[config.mk]
export PLATFORM = sky130hd
export DESIGN_NAME = tcw_fifo
export DESIGN_NICKNAME = d
export VERILOG_FILES = /design/src/sv/tcw_pkg.sv /design/src/sv/tcw_fifo.sv
export SDC_FILE = /design/constraint.sdc
export NUM_CORES = 1
export LEC_CHECK = 0
export ABC_AREA = 0
export ABC_CLOCK_PERIOD_IN_PS = 3910
export CORE_ASPECT_RATIO = 0.8
export CORE_MARGIN = 2
export CORE_UTILIZATION = 42
export DETAILED_ROUTE_END_ITERATION = 7
export DONT_BUFFER_PORTS = 1
export SYNTH_ARGS = -nofsm -noshare
export SYNTH_HDL_FRONTEND = slang
export SYNTH_SLANG_ARGS = --single-unit
[constraint.sdc]
create_clock -name aclk -period 3.91 [get_ports aclk]
set_input_delay 0.5865 -clock aclk [delete_from_list [all_inputs] [get_ports aclk]]
set_output_delay 0.5865 -clock aclk [all_outputs]
set_load 0.03 [all_outputs]
[src/sv/tcw_pkg.sv]
// Shared types and constants for the text console character writer.
// Holds field widths, command and operation codes, and the queued operation type.
// No dependencies.
`timescale 1ns / 1ps
`default_nettype none

package tcw_pkg;

    localparam int CMD_W   = 2;
    localparam int CHAR_W  = 8;
    localparam int INDEX_W = 11;
    localparam int WORD_W  = 16;
    localparam int ROW_W   = 5;
    localparam int COL_W   = 7;
    localparam int ATTR_W  = 8;

    // Address width that covers the largest screen the parameters allow (128 x 32)
    localparam int CELL_ADDR_W = 12;

    localparam int DEF_SCREEN_WIDTH  = 80;
    localparam int DEF_SCREEN_HEIGHT = 25;

    localparam logic [CHAR_W-1:0] NEWLINE_CODE = 8'd10;
    localparam logic [CHAR_W-1:0] BLANK_CODE   = 8'd32;
    localparam logic [ATTR_W-1:0] ATTR_RESET   = 8'd47;

    // Input commands
    localparam logic [CMD_W-1:0] CMD_PUT   = 2'd0;
    localparam logic [CMD_W-1:0] CMD_READ  = 2'd1;
    localparam logic [CMD_W-1:0] CMD_CLEAR = 2'd2;
    localparam logic [CMD_W-1:0] CMD_NONE  = 2'd3;

    // Queued operation kinds
    localparam logic [1:0] KIND_PUT   = 2'd0;
    localparam logic [1:0] KIND_NONE  = 2'd1;
    localparam logic [1:0] KIND_READ  = 2'd2;
    localparam logic [1:0] KIND_CLEAR = 2'd3;

    typedef struct packed {
        logic [1:0]             kind;
        logic [CELL_ADDR_W-1:0] addr;
        logic [CHAR_W-1:0]      ch;
        logic                   scroll;
        logic [ROW_W-1:0]       row;
        logic [COL_W-1:0]       col;
    } op_t;

endpackage

`default_nettype wire

[src/sv/tcw_fifo.sv]
// Two-entry operation queue between front and back end.
// Depends on tcw_pkg for the operation type.
`timescale 1ns / 1ps
`default_nettype none

module tcw_fifo (
    input  wire logic         aclk,
    input  wire logic         aresetn,
    input  wire logic         push,
    input  wire tcw_pkg::op_t push_op,
    output logic              full,
    input  wire logic         pop,
    output logic              empty,
    output tcw_pkg::op_t      head_op
);

    tcw_pkg::op_t entry_reg [2];
    logic         wr_ptr_reg, wr_ptr_next;
    logic         rd_ptr_reg, rd_ptr_next;
    logic [1:0]   count_reg, count_next;

    assign full    = (count_reg == 2'd2);
    assign empty   = (count_reg == 2'd0);
    assign head_op = entry_reg[rd_ptr_reg];

    always_comb begin
        wr_ptr_next = push ? !wr_ptr_reg : wr_ptr_reg;
        rd_ptr_next = pop  ? !rd_ptr_reg : rd_ptr_reg;
        count_next  = count_reg + {1'b0, push} - {1'b0, pop};
    end

    always_ff @(posedge aclk) begin
        if (!aresetn) begin
            wr_ptr_reg <= 1'b0;
            rd_ptr_reg <= 1'b0;
            count_reg  <= 2'd0;
        end else begin
            wr_ptr_reg <= wr_ptr_next;
            rd_ptr_reg <= rd_ptr_next;
            count_reg  <= count_next;
        end
    end

    always_ff @(posedge aclk) begin
        if (push) begin
            entry_reg[wr_ptr_reg] <= push_op;
        end
    end

endmodule

`default_nettype wire

==> run metrics, run 1 <==
Site Rows 27; total track usage 11.9%; Bufs and invs on worst path 0; placed cell count 213; Max stage delay cell, worst path dfxtp_2; Fin Clk Skew 0.00312 ns; starting density of the core 42.8%; antenna cells 0; LEAKAGE 1.13 nW; CP max FO 35; post-synthesis xor/xnor area fraction 1.08%; Worst Hold Depth 0; Seq cells post-synth 75; CP Launch Type flop; CTS root buffer clkbuf_8; final number of max-transition violations 0; mux cell area share after synthesis 17.4%; Hold Path Class in -> reg; Die Y 78.4 µm; total number of vias 1112; TritonCTS clock tree yes; most common cell after layout, fill and taps aside edfxtp_1; Hold Fails Final Rpt 0; CP endpoint kind output port; Worst-Margin Slew 1.11 ns; Largest register FFs 70; Synth Cell Area 0.00291 mm²; Inserted Clock Buffers 9; Final ANT Viol Nets 0; Top delay family on crit path flip-flops; TNS Setup 0 ns; nets 178; initial antenna violation count 0; Vias per Instance 4.86; worst reg2reg startpoint wr_ptr_reg; pwr/cell area 582 mW/mm²; Netlist cell types 14; Worst R2R End entry_reg[0][7]; adder-cell share of the synthesized area 0.861%; CP arrival 1.93 ns; R2R depth 1; post-synthesis sequential area ratio 75.8%; Synth Area in Compound Gates 0.258%; WP depth 1; slew margin rel. 26.2%; Post-Synth Simple-Gate Area 1.85%; final setup vio count 0; largest net degree at the start of global routing 37; crit path cell chain mux2_2; gr ovfl total 0; unrepaired setup endpoints after global routing false; die width 97.0 µm; core area 0.00679 mm²; Post-Synthesis Cells 130; # DRC 0; CP max stage delay 1.07 ns; outcome finished, final reports clean; clock buffer depth 2; Peak supply drop 0.000311 V; worst skew pair latency 0.33 ns; share of post-route cells with drive strength above 1 37.3%; total wire length 4.34 mm; final RePlAce weighted congestion 0.657; Hold Path Origin push_op[11]; DR WL/cell 19.0 µm; final non-filler cell total 229; Worst EP required 3.32 ns; Final period util 64.3%; commonest non-fill, non-tap cells in the layout 70 x edfxtp_1, 30 x mux2_4, 9 x clkbuf_8; Filler Cell Count 553; max_cap viols 0; Max Fclk 398 MHz; Crit Path Class reg -> out; area grow syn2layout 9.95%; first-pass GRT wire length 6.53 mm; # IOs 76; DRT iter0 DRCs 67; post-CTS sizing 0; vias in the first global route 1201; Post-CTS Setup Bufs 0; Min-Delay Endpoint entry_reg[0][11]; # clock sinks 75; yosys warns 0; CTS H-tree lvls 3; port buffer count 0; syn nets 171; largest family of logic cells by synthesized area multiplexers; clk slew on worst S/H paths 0.07 ns; Die Area 0.00760 mm²; CTS hold repair buffers 0; Reg2Reg Setup Slack 2.37 ns; post-synthesis average cell area 22.3 µm²; Period minus WS final 2.51 ns; DR pass1 iterations 4
[stage by stage]
step / hold WS [ns] / util, % / setup WS (ns) / cell area [µm²] / total power [mW]
5_1_grt: 0.310 / 47.0 / 1.28 / 3190 / 1.93
3_5_place_dp: 0.586 / 43.5 / 1.72 / 2950 / 1.19
3_3_place_gp: 0.564 / 43.5 / 1.77 / 2950 / 1.18
6_report: 0.345 / 47.0 / 1.40 / 3190 / 1.86
4_1_cts: 0.324 / 47.0 / 1.34 / 3190 / 1.89
2_1_floorplan: 0.555 / - / 1.28 / 2910 / 1.18
[cell families after synthesis]
| group | count (synthesis) |
|---|---|
| xor gates and xnor gates | 2 |
| buffers and inverters | 6 |
| and+or+nand+nor | 9 |
| muxes | 35 |
| AOI/OAI and AO/OA | 1 |
| DFF | 75 |
| adders and majority gates | 2 |
[cell type report]
cell class / count / area (µm²) / share of cell area (%)
well taps: 87 / 109 / 3.41
flip-flops and latches: 75 / 2200 / 69.0
multi-input cells: 49 / 633 / 19.8
inverters: 2 / 7.51 / 0.235
clock buffers: 10 / 128 / 4.00
clock inverters: 6 / 114 / 3.56
[report_power, final]
| group | total, mW | switching, mW | internal [mW] |
|---|---|---|---|
| registers | 0.960 | 0.0327 | 0.928 |
| clock network | 0.690 | 0.265 | 0.425 |
| logic | 0.209 | 0.129 | 0.0808 |
[synthesized netlist by cell type]
| cell type | count | area share [%] |
|---|---|---|
| xor2_1 | 1 | 0.30 |
| mux2_4 | 30 | 16 |
| nor2_1 | 1 | 0.13 |
| mux2_2 | 5 | 1.9 |
| and2_1 | 4 | 0.86 |
| buf_12 | 3 | 2.1 |
| ha_1 | 2 | 0.86 |
| dfxtp_1 | 5 | 3.4 |
| o21a_1 | 1 | 0.26 |
| xnor3_1 | 1 | 0.78 |
| nor2b_1 | 4 | 0.86 |
| edfxtp_1 | 70 | 72 |
| inv_1 | 2 | 0.26 |
| buf_6 | 1 | 0.39 |
[worst max path at each step]
stage | startpoint | endpoint | slack (ns)
floorplan | push | entry_reg[0][0] | 1.28
global placement | flop | head_op[34] | 1.77
detailed placement | flop | head_op[1] | 1.72
CTS | flop | head_op[1] | 1.34
global route | flop | head_op[1] | 1.28
finish | flop | head_op[1] | 1.40
[metal layers]
layer	global-route usage [%]	wire, µm	up-vias
met5	0	0	-
met4	4.65	41	0
met3	8.73	479	2
met2	20.2	2280	43
met1	11.0	1550	554
li1	-	-	513
No activity file was read; power rests on OpenSTA's default activity.
==> run 2, diff against run 1 <==
Settings changed: ABC_AREA 0 to 1, ABC_CLOCK_PERIOD_IN_PS 3910 to 2500.
Clock period 3.91 ns to 2.5 ns, I/O delays scaled along.
==> run metrics, run 2 <==
hpwl dp 3.14 mm; share of post-route cells with drive strength above 1 34.2% (-3.1 points); initial antenna violation count 0 (unchanged); Min-Delay Endpoint entry_reg[0][23]; TNS Setup 0 ns (unchanged); slew margin rel. 53.3% (+27 points); commonest non-fill, non-tap cells in the layout 70 x edfxtp_1, 30 x mux2_4, 9 x clkbuf_8; dominant register cell in the synthesized netlist edfxtp_1; area grow syn2layout 10.2%; most common cell after layout, fill and taps aside edfxtp_1; Post-CTS Setup Bufs 0 (unchanged); Post-synth ARST share 0% (unchanged); total track usage 12.4% (+0.47 points); Site Rows 27 (unchanged); LEAKAGE 1.17 nW (+3.7%); core area 0.00679 mm² (unchanged); yosys warns 0 (unchanged); Hold Path Class in -> reg; Largest register FFs 70 (unchanged); Fin Hold WS 0.131 ns (-0.214 ns); port buffer count 0 (unchanged); final setup vio count 0 (unchanged); # IOs 76 (unchanged); post-synthesis average cell area 20.5 µm² (-8.5%); most frequent cell after synthesis edfxtp_1; Peak supply drop 0.000413 V (+33%); total number of vias 1190 (+7.0%); DR WL/cell 18.1 µm (-4.4%); post-synthesis sequential area ratio 75.8% (unchanged); CP endpoint kind output port; Reg2Reg Setup Slack 0.92 ns (-1.45 ns); die width 97.0 µm (unchanged); starting density of the core 42.8% (unchanged); clk slew on worst S/H paths 0.07 ns (about the same); gr ovfl total 0 (unchanged); vias in the first global route 1301 (+8.3%); Fin Clk Skew 0.00388 ns (+0.000766 ns); # DRC 0 (unchanged); final number of max-transition violations 0 (unchanged); leading post-synthesis cells by cell area edfxtp_1 72%, mux2_4 16%, dfxtp_1 3.4%, buf_12 2.1%, mux2_2 1.9%; clock buffer depth 2 (unchanged); DRT iter0 DRCs 59 (-12%); CP max FO 17 (-51%); first-pass GRT wire length 6.90 mm (+5.6%); CTS hold repair buffers 0 (unchanged); Synth Cell Area 0.00291 mm² (unchanged); Worst R2R End entry_reg[1][6]; total wire length 4.44 mm (+2.3%); worst reg2reg startpoint wr_ptr_reg; pwr/cell area 856 mW/mm² (+47%); Hold Path Origin push_op[23]; crit path cell chain buf_4 > mux2_4; Hold Fails Final Rpt 0 (unchanged); Die Y 78.4 µm (unchanged); DR pass1 iterations 4 (unchanged); Post-Synthesis Cells 142 (+9.2%); Die Area 0.00760 mm² (unchanged); final RePlAce weighted congestion 0.712 (+8.4%); Netlist cell types 12 (-2); nets 194 (+9.0%); post-CTS sizing 0 (unchanged); Period minus WS final 2.06 ns; largest net degree at the start of global routing 20 (-46%); Yosys top cell by area edfxtp_1; Final ANT Viol Nets 0 (unchanged); Vias per Instance 4.86 (about the same); outcome finished, final reports clean; worst skew pair latency 0.33 ns (about the same); antenna cells 0 (unchanged); CTS root buffer clkbuf_8; Max Fclk 485 MHz; Crit Path Class reg -> out; # clock sinks 75 (unchanged); syn nets 183 (+7.0%); max_cap viols 0 (unchanged); EDFF count, synth 70 (unchanged); Worst Hold Depth 0 (unchanged); CTS H-tree lvls 3 (unchanged); CP Launch Type flop; Seq cells post-synth 75 (unchanged); commonest cells in the netlist 70 x edfxtp_1, 30 x mux2_4, 9 x nor2_1; CP arrival 1.68 ns (-0.25 ns); Worst EP required 2.12 ns (-1.20 ns); Max stage delay cell, worst path dfxtp_2; Inserted Clock Buffers 9 (unchanged); R2R depth 3 (+2); unrepaired setup endpoints after global routing false; Worst-Margin Slew 0.699 ns (-0.408 ns); CP max stage delay 0.64 ns (-0.43 ns); share of the synthesized area in the top cell type 72.4% (unchanged); TritonCTS clock tree yes; Final period util 82.4%
-- run 2: cell families after synthesis --
logic type	after synthesis	synth area share, %
muxes	35	17.4
buffers and inverters	11	3.36
adders and majority gates	2	0.861
and+or+nand+nor	18	2.37
DFF	75	75.8
AOI/OAI and AO/OA	1	0.172
-- run 2: how the worst max path moves through the flow --
| stage | cells past startpoint | slack [ns] | start | to |
|---|---|---|---|---|
| 2_1_floorplan | 2 | 0.18 | push | entry_reg[0][0] |
| 3_3_place_gp | 2 | 0.79 | flop | head_op[27] |
| 3_5_place_dp | 2 | 0.75 | flop | head_op[27] |
| 4_1_cts | 2 | 0.37 | flop | head_op[27] |
| 5_1_grt | 2 | 0.33 | flop | head_op[31] |
| 6_report | 2 | 0.44 | flop | head_op[27] |
-- run 2: through the flow --
step	instance area (µm²)	utilization [%]	instances	setup WS, ns	power, mW
finish	3200	47.2	245	0.440	2.74
CTS	3200	47.2	245	0.368	2.79
floorplan	2910	-	142	0.183	1.79
global placement	2990	44.1	229	0.792	1.80
global route	3200	47.2	245	0.333	2.86
detailed placement	2990	44.1	229	0.748	1.82
-- run 2: where the power goes --
part | total (mW) | internal, mW | switching, mW | leakage, nW
clock | 0.959 | 0.559 | 0.399 | 0.105
combinational | 0.304 | 0.103 | 0.201 | 0.365
sequential | 1.48 | 1.45 | 0.0305 | 0.699
-- run 2: area by class of cell --
type | instances | area, µm²
sequential | 75 | 2200
clock inverter | 5 | 77.6
clock buffer | 11 | 131
fill | 559 | 3590
multi-input combinational | 56 | 613
tap | 87 | 109
inverter | 7 | 26.3
timing repair buffer | 4 | 42.5
-- run 2: per-layer routing --
| layer | wire length [µm] | vias to the layer above | global-route usage (%) |
|---|---|---|---|
| li1 | - | 549 | - |
| met1 | 1420 | 591 | 10.8 |
| met2 | 2480 | 43 | 22.9 |
| met3 | 465 | 7 | 7.75 |
| met4 | 72 | 0 | 4.65 |
| met5 | 0 | - | 0 |
-- run 2: worst max-delay path, delay by kind of cell, from the launching register on --
family                 cells  cell delay [ns]
buffers and inverters      1             0.32
DFF                        1             0.64
muxes                      1             0.38
