### config.mk
export PLATFORM = sky130hd
export DESIGN_NAME = tcw_front
export DESIGN_NICKNAME = d
export VERILOG_FILES = /design/src/sv/tcw_pkg.sv /design/src/sv/tcw_front.sv
export SDC_FILE = /design/constraint.sdc
export NUM_CORES = 1
export LEC_CHECK = 0
export BUFFER_PORTS_ARGS = -buffer_cell sky130_fd_sc_hd__buf_2
export CORE_UTILIZATION = 42
export DETAILED_ROUTE_END_ITERATION = 8
export HOLD_SLACK_MARGIN = 0.02
export PLACE_DENSITY = 0.74
export SLEW_MARGIN = 10
export SYNTH_ARGS = -nofsm -noshare
export SYNTH_HDL_FRONTEND = slang
export SYNTH_SLANG_ARGS = --single-unit
### constraint.sdc
create_clock -name aclk -period 2.1 [get_ports aclk]
set_clock_uncertainty 0.05 [all_clocks]
set_input_delay 0.105 -clock aclk [delete_from_list [all_inputs] [get_ports aclk]]
set_output_delay 0.105 -clock aclk [all_outputs]
set_load 0.02 [all_outputs]
### src/sv/tcw_pkg.sv
// Shared types and constants for the text console character writer.
// Holds field widths, command and operation codes, and the queued operation type.
// No dependencies.
`timescale 1ns / 1ps
`default_nettype none

package tcw_pkg;

    localparam int CMD_W   = 2;
    localparam int CHAR_W  = 8;
    localparam int INDEX_W = 11;
    localparam int WORD_W  = 16;
    localparam int ROW_W   = 5;
    localparam int COL_W   = 7;
    localparam int ATTR_W  = 8;

    // Address width that covers the largest screen the parameters allow (128 x 32)
    localparam int CELL_ADDR_W = 12;

    localparam int DEF_SCREEN_WIDTH  = 80;
    localparam int DEF_SCREEN_HEIGHT = 25;

    localparam logic [CHAR_W-1:0] NEWLINE_CODE = 8'd10;
    localparam logic [CHAR_W-1:0] BLANK_CODE   = 8'd32;
    localparam logic [ATTR_W-1:0] ATTR_RESET   = 8'd47;

    // Input commands
    localparam logic [CMD_W-1:0] CMD_PUT   = 2'd0;
    localparam logic [CMD_W-1:0] CMD_READ  = 2'd1;
    localparam logic [CMD_W-1:0] CMD_CLEAR = 2'd2;
    localparam logic [CMD_W-1:0] CMD_NONE  = 2'd3;

    // Queued operation kinds
    localparam logic [1:0] KIND_PUT   = 2'd0;
    localparam logic [1:0] KIND_NONE  = 2'd1;
    localparam logic [1:0] KIND_READ  = 2'd2;
    localparam logic [1:0] KIND_CLEAR = 2'd3;

    typedef struct packed {
        logic [1:0]             kind;
        logic [CELL_ADDR_W-1:0] addr;
        logic [CHAR_W-1:0]      ch;
        logic                   scroll;
        logic [ROW_W-1:0]       row;
        logic [COL_W-1:0]       col;
    } op_t;

endpackage

`default_nettype wire

### src/sv/tcw_front.sv
// Front end of the console writer: accepts items, tracks the cursor,
// and turns each item into a queued operation. Depends on tcw_pkg.
`timescale 1ns / 1ps
`default_nettype none

module tcw_front #(
    parameter int SCREEN_WIDTH  = tcw_pkg::DEF_SCREEN_WIDTH,
    parameter int SCREEN_HEIGHT = tcw_pkg::DEF_SCREEN_HEIGHT
) (
    input  wire logic                        aclk,
    input  wire logic                        aresetn,
    input  wire logic                        s_valid,
    output logic                             s_ready,
    input  wire logic [tcw_pkg::CMD_W-1:0]   s_cmd,
    input  wire logic [tcw_pkg::CHAR_W-1:0]  s_char_code,
    input  wire logic [tcw_pkg::INDEX_W-1:0] s_cell_index,
    input  wire logic                        q_full,
    output logic                             q_push,
    output tcw_pkg::op_t                     q_op
);

    localparam int CELL_COUNT = SCREEN_WIDTH * SCREEN_HEIGHT;

    logic [tcw_pkg::ROW_W-1:0] row_reg, row_next;
    logic [tcw_pkg::COL_W-1:0] col_reg, col_next;
    logic                      accept;
    logic                      wrap;
    logic                      last_row;

    assign s_ready = !q_full;
    assign accept  = s_valid && s_ready;
    assign q_push  = accept;

    assign last_row = (row_reg == tcw_pkg::ROW_W'(SCREEN_HEIGHT - 1));
    assign wrap     = (s_char_code == tcw_pkg::NEWLINE_CODE)
                   || (col_reg == tcw_pkg::COL_W'(SCREEN_WIDTH - 1));

    always_comb begin
        row_next      = row_reg;
        col_next      = col_reg;
        q_op.kind     = tcw_pkg::KIND_NONE;
        q_op.addr     = tcw_pkg::CELL_ADDR_W'(s_cell_index);
        q_op.ch       = s_char_code;
        q_op.scroll   = 1'b0;
        unique case (s_cmd)
            tcw_pkg::CMD_PUT: begin
                // Newline writes nothing but still moves the cursor
                q_op.kind = (s_char_code == tcw_pkg::NEWLINE_CODE)
                          ? tcw_pkg::KIND_NONE : tcw_pkg::KIND_PUT;
                q_op.addr = tcw_pkg::CELL_ADDR_W'(int'(row_reg) * SCREEN_WIDTH
                                                  + int'(col_reg));
                if (wrap) begin
                    col_next = '0;
                    if (last_row) begin
                        q_op.scroll = 1'b1;
                    end else begin
                        row_next = row_reg + tcw_pkg::ROW_W'(1);
                    end
                end else begin
                    col_next = col_reg + tcw_pkg::COL_W'(1);
                end
            end
            tcw_pkg::CMD_READ: begin
                // Out-of-range reads report zero and touch nothing
                if (32'(s_cell_index) < 32'(CELL_COUNT)) begin
                    q_op.kind = tcw_pkg::KIND_READ;
                end
            end
            tcw_pkg::CMD_CLEAR: begin
                q_op.kind = tcw_pkg::KIND_CLEAR;
                row_next  = '0;
                col_next  = '0;
            end
            tcw_pkg::CMD_NONE: begin
                q_op.kind = tcw_pkg::KIND_NONE;
            end
            default: begin
                q_op.kind = tcw_pkg::KIND_NONE;
            end
        endcase
        q_op.row = row_next;
        q_op.col = col_next;
    end

    always_ff @(posedge aclk) begin
        if (!aresetn) begin
            row_reg <= '0;
            col_reg <= '0;
        end else if (accept) begin
            row_reg <= row_next;
            col_reg <= col_next;
        end
    end

endmodule

`default_nettype wire

==> flow_metrics.py, run 1 <==
metrics = {
    "drt": {
        "routedWlPerCell_um": 13.3,
        "avgViaCountPerCell": 5.44,
        "first_pass_iters": 4,
        "ant_nets": 0,
        "drc": 0,
        "routed_wl_um": 4400,
        "num_vias": 1796,
        "drt_iter0_drc": 78,
    },
    "synth": {
        "synth_cell_types": 47,
        "synth_largest_area_cell": "dfxtp_1",
        "seq_area_frac_synth": 0.158,
        "synth_ff_type": "dfxtp_1",
        "synth_nets": 253,
        "synth_top_area_share": 0.158,
        "post-synth-top-count-cell": "nand2_1",
        "syn_area_um2": 1520,
        "syn_inst": 214,
        "synthTopCellsByCount": "37 x nand2_1, 18 x a21oi_1, 13 x o21ai_0",
        "ys_warn_count": 0,
        "postSynthAreaPerCell_um2": 7.12,
        "synth_seq_cells": 12,
        "synthTopCellsByArea": "dfxtp_1 16%, ha_1 9.9%, nand2_1 9.1%, a21oi_1 5.9%, o21ai_0 4.3%",
        "synth_edf_count": 0,
        "synth-async-reset-ratio": 0,
    },
    "floorplan": {
        "io_pins": 62,
        "start_util": 0.446,
        "num_rows": 21,
        "die-area_um2": 3870,
        "core_um2": 3420,
        "fp.dieW_um": 62.2,
        "die_height_um": 62.2,
    },
    "global_routing": {
        "grt_pass1_wl_um": 7260,
        "overflow": 0,
        "grt_max_degree": 19,
        "grt_use_total": 0.228,
        "grt_pass1_vias": 1636,
        "antenna_found_initial": 0,
    },
    "sta": {
        "slew_violations": 0,
        "fin_crit_sh": 1.08,
        "fin_ws_ps": -173,
        "fmax_mhz": 440,
        "hold_viol": 0,
        "rsz0062_at_grt": "yes",
        "setup_violations": 4,
        "relSlewSlack": 0.709,
        "fin_hold_ws_ps": 81.5,
        "post-route-min-period_ps": 2270,
        "worst_pin_slew_ps": 431,
    },
    "pwr": {
        "power_density_nw_per_um2": 283,
        "power_w": 0.000619,
        "p_leak_nw": 1.05,
        "peakVddDrop_v": 0.000147,
    },
    "clock_network": {
        "cts_made_buffers": 3,
        "clkTransAtPathRegs_ps": 80,
        "htree_levels": 1,
        "clockBufferDepth": 2,
        "worstSkewPairLatency_ps": 280,
        "numClockSinks": 12,
        "root_buffer": "clkbuf_4",
        "cts_tree": "yes",
    },
    "layout": {
        "fin_nets": 324,
        "largest_register_ffs": 7,
        "diodes": 0,
        "utilization": 0.640,
        "drive_gt1_frac": 0.454,
        "syn_to_final_growth_pct": 43.5,
    },
    "worst_setup_path": {
        "path_class": "reg2out",
        "reg2reg_from": "row_reg[1]",
        "startpoint_type": "flop",
        "cp-endpoint": "q_op[31]",
        "r2r_cells": 7,
        "crit-reg2reg-capture": "row_reg[0]",
        "cp_max_fo": 3,
        "worstPathRequired_ps": 1950,
        "reg2reg_setup_slack_ps": 380,
        "critPathCaptureType": "primary output",
        "crit_start": "row_reg[1]",
        "cp.arrival_ps": 2120,
    },
    "placement": {
        "gp_congestion": 0.835,
        "dp_hpwl_um": 3100,
        "place_ws_ps": -11.3,
        "port_buffers": 61,
    },
    "outcome": {
        "status": "complete, but fails checks",
        "failed_checks": "setup timing",
    },
    "worst_hold_path": {
        "worstHoldPathType": "in2reg",
        "hp-start": "aresetn",
    },
    "run": {
        "maxCapViolCount": 0,
    },
}
[per-layer routing]
layer | vias to the layer above | wire length, um | part of all wire | GRT usage
met2 | 84 | 2030 | 0.46 | 0.376
met3 | 6 | 321 | 0.073 | 0.0202
li1 | 908 | - | - | -
met4 | 0 | 51 | 0.012 | 0.0581
met5 | - | 0 | 0 | 0
met1 | 798 | 2000 | 0.45 | 0.318
[kinds of logic (layout without fill, tap and decap cells)]
| group | Yosys count | in the layout | synth area share |
|---|---|---|---|
| mux | 3 | 3 | 0.0205 |
| flops | 12 | 12 | 0.158 |
| buf+inv | 28 | 98 | 0.103 |
| simple gates | 88 | 88 | 0.297 |
| xor+xnor | 7 | 7 | 0.0403 |
| fa+ha+maj | 14 | 14 | 0.125 |
| compound gates | 62 | 62 | 0.257 |
[power by group]
group | internal (W) | total (W) | switching, W
clock | 0.000105 | 0.000193 | 0.0000873
sequential | 0.000229 | 0.000230 | 0.00000124
combinational | 0.0000768 | 0.000196 | 0.000119
[metrics by stage]
stage / setup TNS (ps) / cells / instance area [um^2]
finish: -573 / 330 / 2190
global placement: 0 / 319 / 1920
CTS: -499 / 327 / 2070
floorplan: 0 / 214 / 1550
global route: -1020 / 330 / 2190
detailed placement: -11.3 / 319 / 1920
[how the worst min path moves through the flow]
stage               cells after the start         end  slack, ps
floorplan                               2  row_reg[0]        210
detailed placement                      3  row_reg[0]        360
global placement                        3  row_reg[0]        360
CTS                                     3  row_reg[0]         80
finish                                  3  row_reg[0]         80
global route                            3  row_reg[0]         90
[cells in the final DEF, fill, tap and decap left out, drive strengths merged]
cell	Yosys	layout
and3	2	2
and2	3	3
nand2	37	37
nand3	10	10
ha	12	12
a31o	1	1
mux2	1	1
dfxtp	12	12
nand4	2	2
a32o	1	1
inv	8	8
or3b	1	1
or2	1	1
a22oi	2	2
nand2b	3	3
o41ai	2	2
or3	3	3
nor2b	2	2
a41o	1	1
nor3	6	6
nand4b	2	2
o21ai	16	16
clkbuf	6	4
fa	2	2
mux2i	2	2
nor2	12	12
a22o	3	3
xor2	3	3
a31oi	7	7
nor4	2	2
a21boi	1	1
nor3b	1	1
buf	14	86
a21oi	18	18
a211oi	1	1
nor4bb	1	1
xnor2	4	4
a32oi	3	3
a21o	6	6
[critical path, stage by stage (launching register included)]
cell     delay (ps)
dfxtp_2         350
ha_4            240
ha_4            160
fa_2            570
nand3_2          90
xor2_1          170
o21ai_2         130
buf_6           130
[what timing repair did]
action                     in CTS  in global routing
pin swaps                       8                  6
resized for setup              18                 24
gates cloned                    1                  0
buffers inserted                3                  3
hold buffers                    0                  0
setup endpoints to repair       8                 15
[layout make-up]
class	count	area, um^2
fill	297	1230
sequential	12	249
timing repair buffer	86	527
clock buffer	4	36.3
multi-input combinational	174	1290
inverter	8	30.0
tap	46	57.6
Note: power is estimated with default switching activity, not from simulation.
==> run 2: changes to the inputs <==
==> constraint.sdc (replaced) <==
create_clock -name aclk -period 2.1 [get_ports aclk]
set_clock_uncertainty 0.05 [all_clocks]
set_input_delay 0.42 -clock aclk [delete_from_list [all_inputs] [get_ports aclk]]
set_output_delay 0.42 -clock aclk [all_outputs]
set_load 0.02 [all_outputs]
==> run 2 against run 1 <==
  * The flow still finishes with violations (setup timing)
  * Non-clock buffer count rose by 41
  * Die area did not move
  * Worst setup slack got worse by 370 ps
  * Via count rose by 18%
  * Cell count rose by 12%
  * Hold slack improved by 280 ps
  * Combinational power rose by 28%
  * Critical path depth rose by 1
  * Count of clock-buffer cells in the layout did not move
  * Sequential share of layout area fell by 2.3 points
  * Register-to-register slack got worse by 230 ps
  * Design area rose by 30%
==> flow_metrics.py, run 2 (same netlist as run 1, synthesis figures left out) <==
metrics = {
    "placement": {
        "place_ws_ps": -289,
        "port_buffers": 61,
        "dpl_cell_area_um2": 2160,
        "dp_hpwl_um": 3550,
        "place_inst": 341,
        "gp_congestion": 0.831,
    },
    "layout": {
        "diodes": 0,
        "utilization": 0.829,
        "finalInstanceArea_um2": 2830,
        "drive_gt1_frac": 0.609,
        "syn_to_final_growth_pct": 86.0,
        "num-fill-cells": 208,
        "final_cell_mix": "59 x buf_4, 41 x buf_2, 33 x nand2_1, 26 x buf_6",
        "fin_nets": 365,
        "largest_register_ffs": 7,
        "stdcell_count": 371,
        "layout_commonest_cell": "buf_4",
    },
    "drt": {
        "num_vias": 2126,
        "first_pass_iters": 5,
        "drc": 0,
        "ant_nets": 0,
        "drt_iter0_drc": 147,
        "routedWlPerCell_um": 17.0,
        "routed_wl_um": 6320,
        "avgViaCountPerCell": 5.73,
    },
    "pwr": {
        "combPwrFrac": 0.366,
        "seqPwrFrac": 0.331,
        "p_leak_nw": 1.33,
        "power_frac_clock": 0.303,
        "power_w": 0.000686,
        "power_density_nw_per_um2": 242,
        "p_sw_w": 0.000245,
        "peakVddDrop_v": 0.000248,
        "switching_share": 0.358,
        "power.internal_w": 0.000440,
    },
    "sta": {
        "worst_pin_slew_ps": 508,
        "fin_ws_ps": -542,
        "fin_crit_sh": 1.26,
        "slew_violations": 0,
        "setup_violations": 20,
        "fmax_mhz": 378,
        "hold_viol": 0,
        "relSlewSlack": 0.657,
        "rsz0062_at_grt": "yes",
        "post-route-min-period_ps": 2640,
    },
    "worst_setup_path": {
        "critPathCaptureType": "primary output",
        "cp.arrival_ps": 2170,
        "worstPathRequired_ps": 1630,
        "startpoint_type": "flop",
        "path_class": "reg2out",
        "cp_max_fo": 3,
    },
    "clock_network": {
        "worstSkewPairLatency_ps": 300,
        "clockBufferDepth": 2,
        "htree_levels": 1,
        "numClockSinks": 12,
        "root_buffer": "clkbuf_4",
        "cts_made_buffers": 3,
        "cts_tree": "yes",
        "clkTransAtPathRegs_ps": 100,
        "ctsHoldBuffers": 0,
    },
    "floorplan": {
        "fp.dieW_um": 62.2,
        "die_height_um": 62.2,
        "die-area_um2": 3870,
        "start_util": 0.446,
        "io_pins": 62,
        "num_rows": 21,
        "core_um2": 3420,
    },
    "outcome": {
        "failed_checks": "setup timing",
        "status": "complete, but fails checks",
    },
    "global_routing": {
        "antenna_found_initial": 0,
        "overflow": 0,
        "grt_max_degree": 12,
        "grt_use_total": 0.306,
        "grt_pass1_vias": 2019,
        "grt_pass1_wl_um": 9340,
    },
    "run": {
        "maxCapViolCount": 0,
    },
    "worst_hold_path": {
        "worstHoldPathType": "in2reg",
    },
}
## run 2: changes by cell type in the layout (fill, tap and decap cells not counted), sizes merged
cell	before	now
buf	86	127
## run 2: power groups by stage
stage / Combinational (W) / Clock, W / Sequential, W
CTS: 0.000230 / 0.000195 / 0.000228
global route: 0.000267 / 0.000212 / 0.000227
detailed placement: 0.000197 / 0 / 0.000233
global placement: 0.000194 / 0 / 0.000233
floorplan: 0.000123 / 0 / 0.000233
finish: 0.000251 / 0.000208 / 0.000227
## run 2: critical path: stages (launching register included)
cell and delay [ps]:
dfxtp_4 360, ha_4 270, ha_4 130, fa_2 460, buf_4 150, buf_6 110, xnor2_2 120, o21ai_2 150
buf_6 130
## run 2: cell type report
type	count	area [um^2]	area share
Clock buffer	4	36.3	0.0128
Inverter	8	32.5	0.0115
Multi-Input combinational cell	174	1490	0.526
Sequential cell	12	256	0.0905
Tap cell	46	57.6	0.0203
Timing Repair Buffer	127	961	0.339
## run 2: worst paths after layout
check / startpoint / endpoint / slack, ps / depth (start not counted)
max reg2reg: col_reg[0] / col_reg[6] / 150 / 9
max: row_reg[1] / q_op[29] / -540 / 8
min reg2reg: col_reg[0] / col_reg[0] / 620 / 3
min: aresetn / row_reg[0] / 360 / 3
## run 2: per-layer routing
| layer | share of wire | GRT usage | vias to the layer above |
|---|---|---|---|
| li1 | - | - | 993 |
| met1 | 0.41 | 0.355 | 985 |
| met2 | 0.50 | 0.569 | 131 |
| met3 | 0.063 | 0.0331 | 17 |
| met4 | 0.025 | 0.116 | 0 |
| met5 | 0 | 0 | - |
## run 2: per-stage QoR
| step | hold slack [ps] | TNS [ps] |
|---|---|---|
| 6_report | 357 | -6460 |
| 5_1_grt | 386 | -7380 |
| 4_1_cts | 362 | -5760 |
| 3_5_place_dp | 552 | -3130 |
| 3_3_place_gp | 541 | -2210 |
| 2_1_floorplan | 435 | -629 |
## run 2: what timing repair did
action / 4_1_cts / 5_1_grt
gates resized for setup: 82 / 29
pin swaps: 27 / 29
buffers inserted: 15 / 14
endpoints found under the setup margin: 21 / 21
gates cloned: 1 / 0
==> run 3: changes to the inputs <==
--- a/config.mk
+++ b/config.mk
@@ -5,11 +5,12 @@
 export SDC_FILE = /design/constraint.sdc
 export NUM_CORES = 1
 export LEC_CHECK = 0
+export ABC_AREA = 1
 export BUFFER_PORTS_ARGS = -buffer_cell sky130_fd_sc_hd__buf_2
 export CORE_UTILIZATION = 42
 export DETAILED_ROUTE_END_ITERATION = 8
 export HOLD_SLACK_MARGIN = 0.02
-export PLACE_DENSITY = 0.74
+export PLACE_DENSITY = 0.72
 export SLEW_MARGIN = 10
 export SYNTH_ARGS = -nofsm -noshare
 export SYNTH_HDL_FRONTEND = slang
==> run 3 against run 2 <==
  * The run still ends with setup timing left
  * Design area down 8.0%
  * Synthesized cell count up 25%
  * First-iteration DRC count down 35%
  * Via count down 5.2%
  * Critical path depth up 2
  * Synthesized area up 11%
  * Clock power about the same
  * Sequential power up 16%
  * Global-route usage down 6.6 points
  * Wire length down 20%
  * Critical endpoint is now q_op[31]
  * Largest power group unchanged
==> flow_metrics.py, run 3 <==
metrics = {
    "outcome": {
        "status": "complete, but fails checks",
        "failed_checks": "setup timing",
    },
    "sta": {
        "fin_crit_sh": 1.24,
        "fmax_mhz": 383,
        "hold_viol": 0,
        "rsz0062_at_grt": "yes",
        "fin_ws_ps": -512,
        "slew_violations": 0,
        "worst_pin_slew_ps": 425,
        "relSlewSlack": 0.716,
        "post-route-min-period_ps": 2610,
        "setup_violations": 7,
    },
    "synth": {
        "synthTopCellsByArea": "nand2_1 18%, dfxtp_1 14%, nand3_2 12%, ha_1 8.9%, inv_1 8.7%",
        "synth_seq_cells": 12,
        "postSynthAreaPerCell_um2": 6.30,
        "ys_warn_count": 0,
        "syn_inst": 268,
        "synth_top_area_share": 0.176,
        "synth-async-reset-ratio": 0,
        "post-synth-top-count-cell": "nand2_1",
        "synth_largest_area_cell": "nand2_1",
        "synth_nets": 307,
        "synth_cell_types": 28,
        "seq_area_frac_synth": 0.142,
        "syn_area_um2": 1690,
        "synthTopCellsByCount": "79 x nand2_1, 39 x inv_1, 21 x nand3_1, 20 x nand3_2, 16 x a21oi_1",
        "synth_ff_type": "dfxtp_1",
        "synth_edf_count": 0,
    },
    "layout": {
        "stdcell_count": 397,
        "final_cell_mix": "66 x nand2_1, 47 x buf_2, 34 x inv_1, 31 x buf_4, 20 x nand3_2",
        "largest_register_ffs": 7,
        "fin_nets": 389,
        "finalInstanceArea_um2": 2610,
        "seq_area_um2": 264,
        "num-fill-cells": 309,
        "layout_commonest_cell": "nand2_1",
        "diodes": 0,
        "drive_gt1_frac": 0.519,
        "syn_to_final_growth_pct": 54.2,
        "multi_input_area_um2": 1430,
    },
    "pwr": {
        "seqPwrFrac": 0.277,
        "power.internal_w": 0.000574,
        "switching_share": 0.394,
        "power_frac_clock": 0.222,
        "p_leak_nw": 1.42,
        "combPwrFrac": 0.501,
        "peakVddDrop_v": 0.000313,
        "power_density_nw_per_um2": 363,
        "p_sw_w": 0.000373,
    },
    "floorplan": {
        "fp.dieW_um": 65.4,
        "num_rows": 22,
        "die_height_um": 65.4,
        "io_pins": 62,
        "core_um2": 3770,
        "start_util": 0.448,
        "die-area_um2": 4280,
    },
    "clock_network": {
        "cts_made_buffers": 3,
        "clockBufferDepth": 2,
        "worstSkewPairLatency_ps": 230,
        "cts_tree": "yes",
        "root_buffer": "clkbuf_8",
        "clkTransAtPathRegs_ps": 50,
        "htree_levels": 1,
        "numClockSinks": 12,
    },
    "placement": {
        "place_inst": 379,
        "gp_congestion": 0.886,
        "dpl_cell_area_um2": 2140,
        "port_buffers": 61,
        "dp_hpwl_um": 3510,
    },
    "worst_setup_path": {
        "startpoint_type": "flop",
        "max_stage_delay_ps": 550,
        "cp.arrival_ps": 2140,
        "path_delay_family": "adder cells",
        "cp_common_cell": "nand3_1",
        "critPathCaptureType": "primary output",
        "path_class": "reg2out",
        "path_cells": "ha_4 -> ha_4 -> fa_2 -> nand2_2 -> inv_2 -> nand3_1 -> nand3_1 -> nand3_1 -> nand2_2 -> buf_6",
        "cp_max_fo": 4,
        "slowest_stage": "fa_2",
        "worstPathRequired_ps": 1630,
        "critPathBufInv": 2,
    },
    "drt": {
        "drt_iter0_drc": 95,
        "num_vias": 2016,
        "ant_nets": 0,
        "avgViaCountPerCell": 5.08,
        "routed_wl_um": 5080,
        "first_pass_iters": 4,
        "drc": 0,
        "routedWlPerCell_um": 12.8,
    },
    "global_routing": {
        "grt_pass1_wl_um": 7970,
        "grt_use_total": 0.240,
        "antenna_found_initial": 0,
        "grt_pass1_vias": 1802,
        "grt_max_degree": 16,
        "overflow": 0,
    },
    "worst_hold_path": {
        "worstHoldPathType": "reg2reg",
    },
    "run": {
        "maxCapViolCount": 0,
    },
}
-- run 3: changes by cell type in the layout (fill, tap and decap cells not counted), sizes merged, moves of 3 or more --
cell,change
nand3,+31
or3,-3
inv,+37
xnor2,-3
nand2,+46
buf,-34
a22o,-3
nor3,-5
a21o,-6
xor2,+3
a31oi,-6
and2,-3
nand2b,-3
a32oi,-3
-- run 3: worst paths after layout --
kind | start | endpoint | slack [ps] | depth (start not counted)
max | row_reg[3] | q_op[31] | -510 | 10
min reg2reg | col_reg[3] | col_reg[3] | 560 | 4
min | col_reg[3] | col_reg[3] | 560 | 4
max reg2reg | row_reg[0] | row_reg[0] | 490 | 15
-- run 3: cell families after synthesis --
logic type / after synthesis / synth area share
adder cells (fa/ha/maj): 14 / 0.113
AO/OA/AOI/OAI: 33 / 0.107
buffers and inverters: 61 / 0.165
flip-flops: 12 / 0.142
XOR/XNOR: 7 / 0.0363
AND/OR/NAND/NOR: 141 / 0.437
-- run 3: repair_timing --
item,CTS,global route
resized for setup,62,23
pin swaps,24,22
hold buffers,0,0
endpoints found under the setup margin,13,20
buffers inserted,8,8
-- run 3: layer usage --
layer,up-vias,GRT usage,wire (um)
met3,8,0.0347,211
met5,-,0,0
met2,67,0.448,2750
met1,934,0.286,2070
li1,1007,-,-
met4,0,0.0489,51
-- run 3: power groups by stage --
stage / Sequential, W / Clock (W) / Combinational, W
2_1_floorplan: 0.000266 / 0 / 0.000258
4_1_cts: 0.000262 / 0.000214 / 0.000445
3_3_place_gp: 0.000262 / 0 / 0.000375
6_report: 0.000263 / 0.000210 / 0.000474
5_1_grt: 0.000265 / 0.000227 / 0.000513
3_5_place_dp: 0.000262 / 0 / 0.000380
-- run 3: worst min-delay path, delay by kind of cell (launching register included) --
family	cells	cell delay, ps
flip-flops	1	330
buffers and inverters	1	30
AND/OR/NAND/NOR	3	210
-- run 3: final cells by class --
class,count,share of cell area
Multi-Input combinational cell,195,0.548
Timing Repair Buffer,93,0.244
Sequential cell,12,0.101
Inverter,45,0.0658
Tap cell,48,0.0231
Clock buffer,3,0.0159
Clock inverter,1,0.00144
-- run 3: per-stage QoR --
stage / utilization / hold WS (ps) / setup TNS, ps / worst slack, ps / power (W)
floorplan: - / 503 / -538 / -232 / 0.000525
global placement: 0.566 / 552 / -774 / -251 / 0.000637
detailed placement: 0.566 / 544 / -908 / -290 / 0.000643
CTS: 0.660 / 557 / -1910 / -437 / 0.000921
global route: 0.691 / 608 / -2660 / -599 / 0.00100
finish: 0.691 / 562 / -2010 / -512 / 0.000947
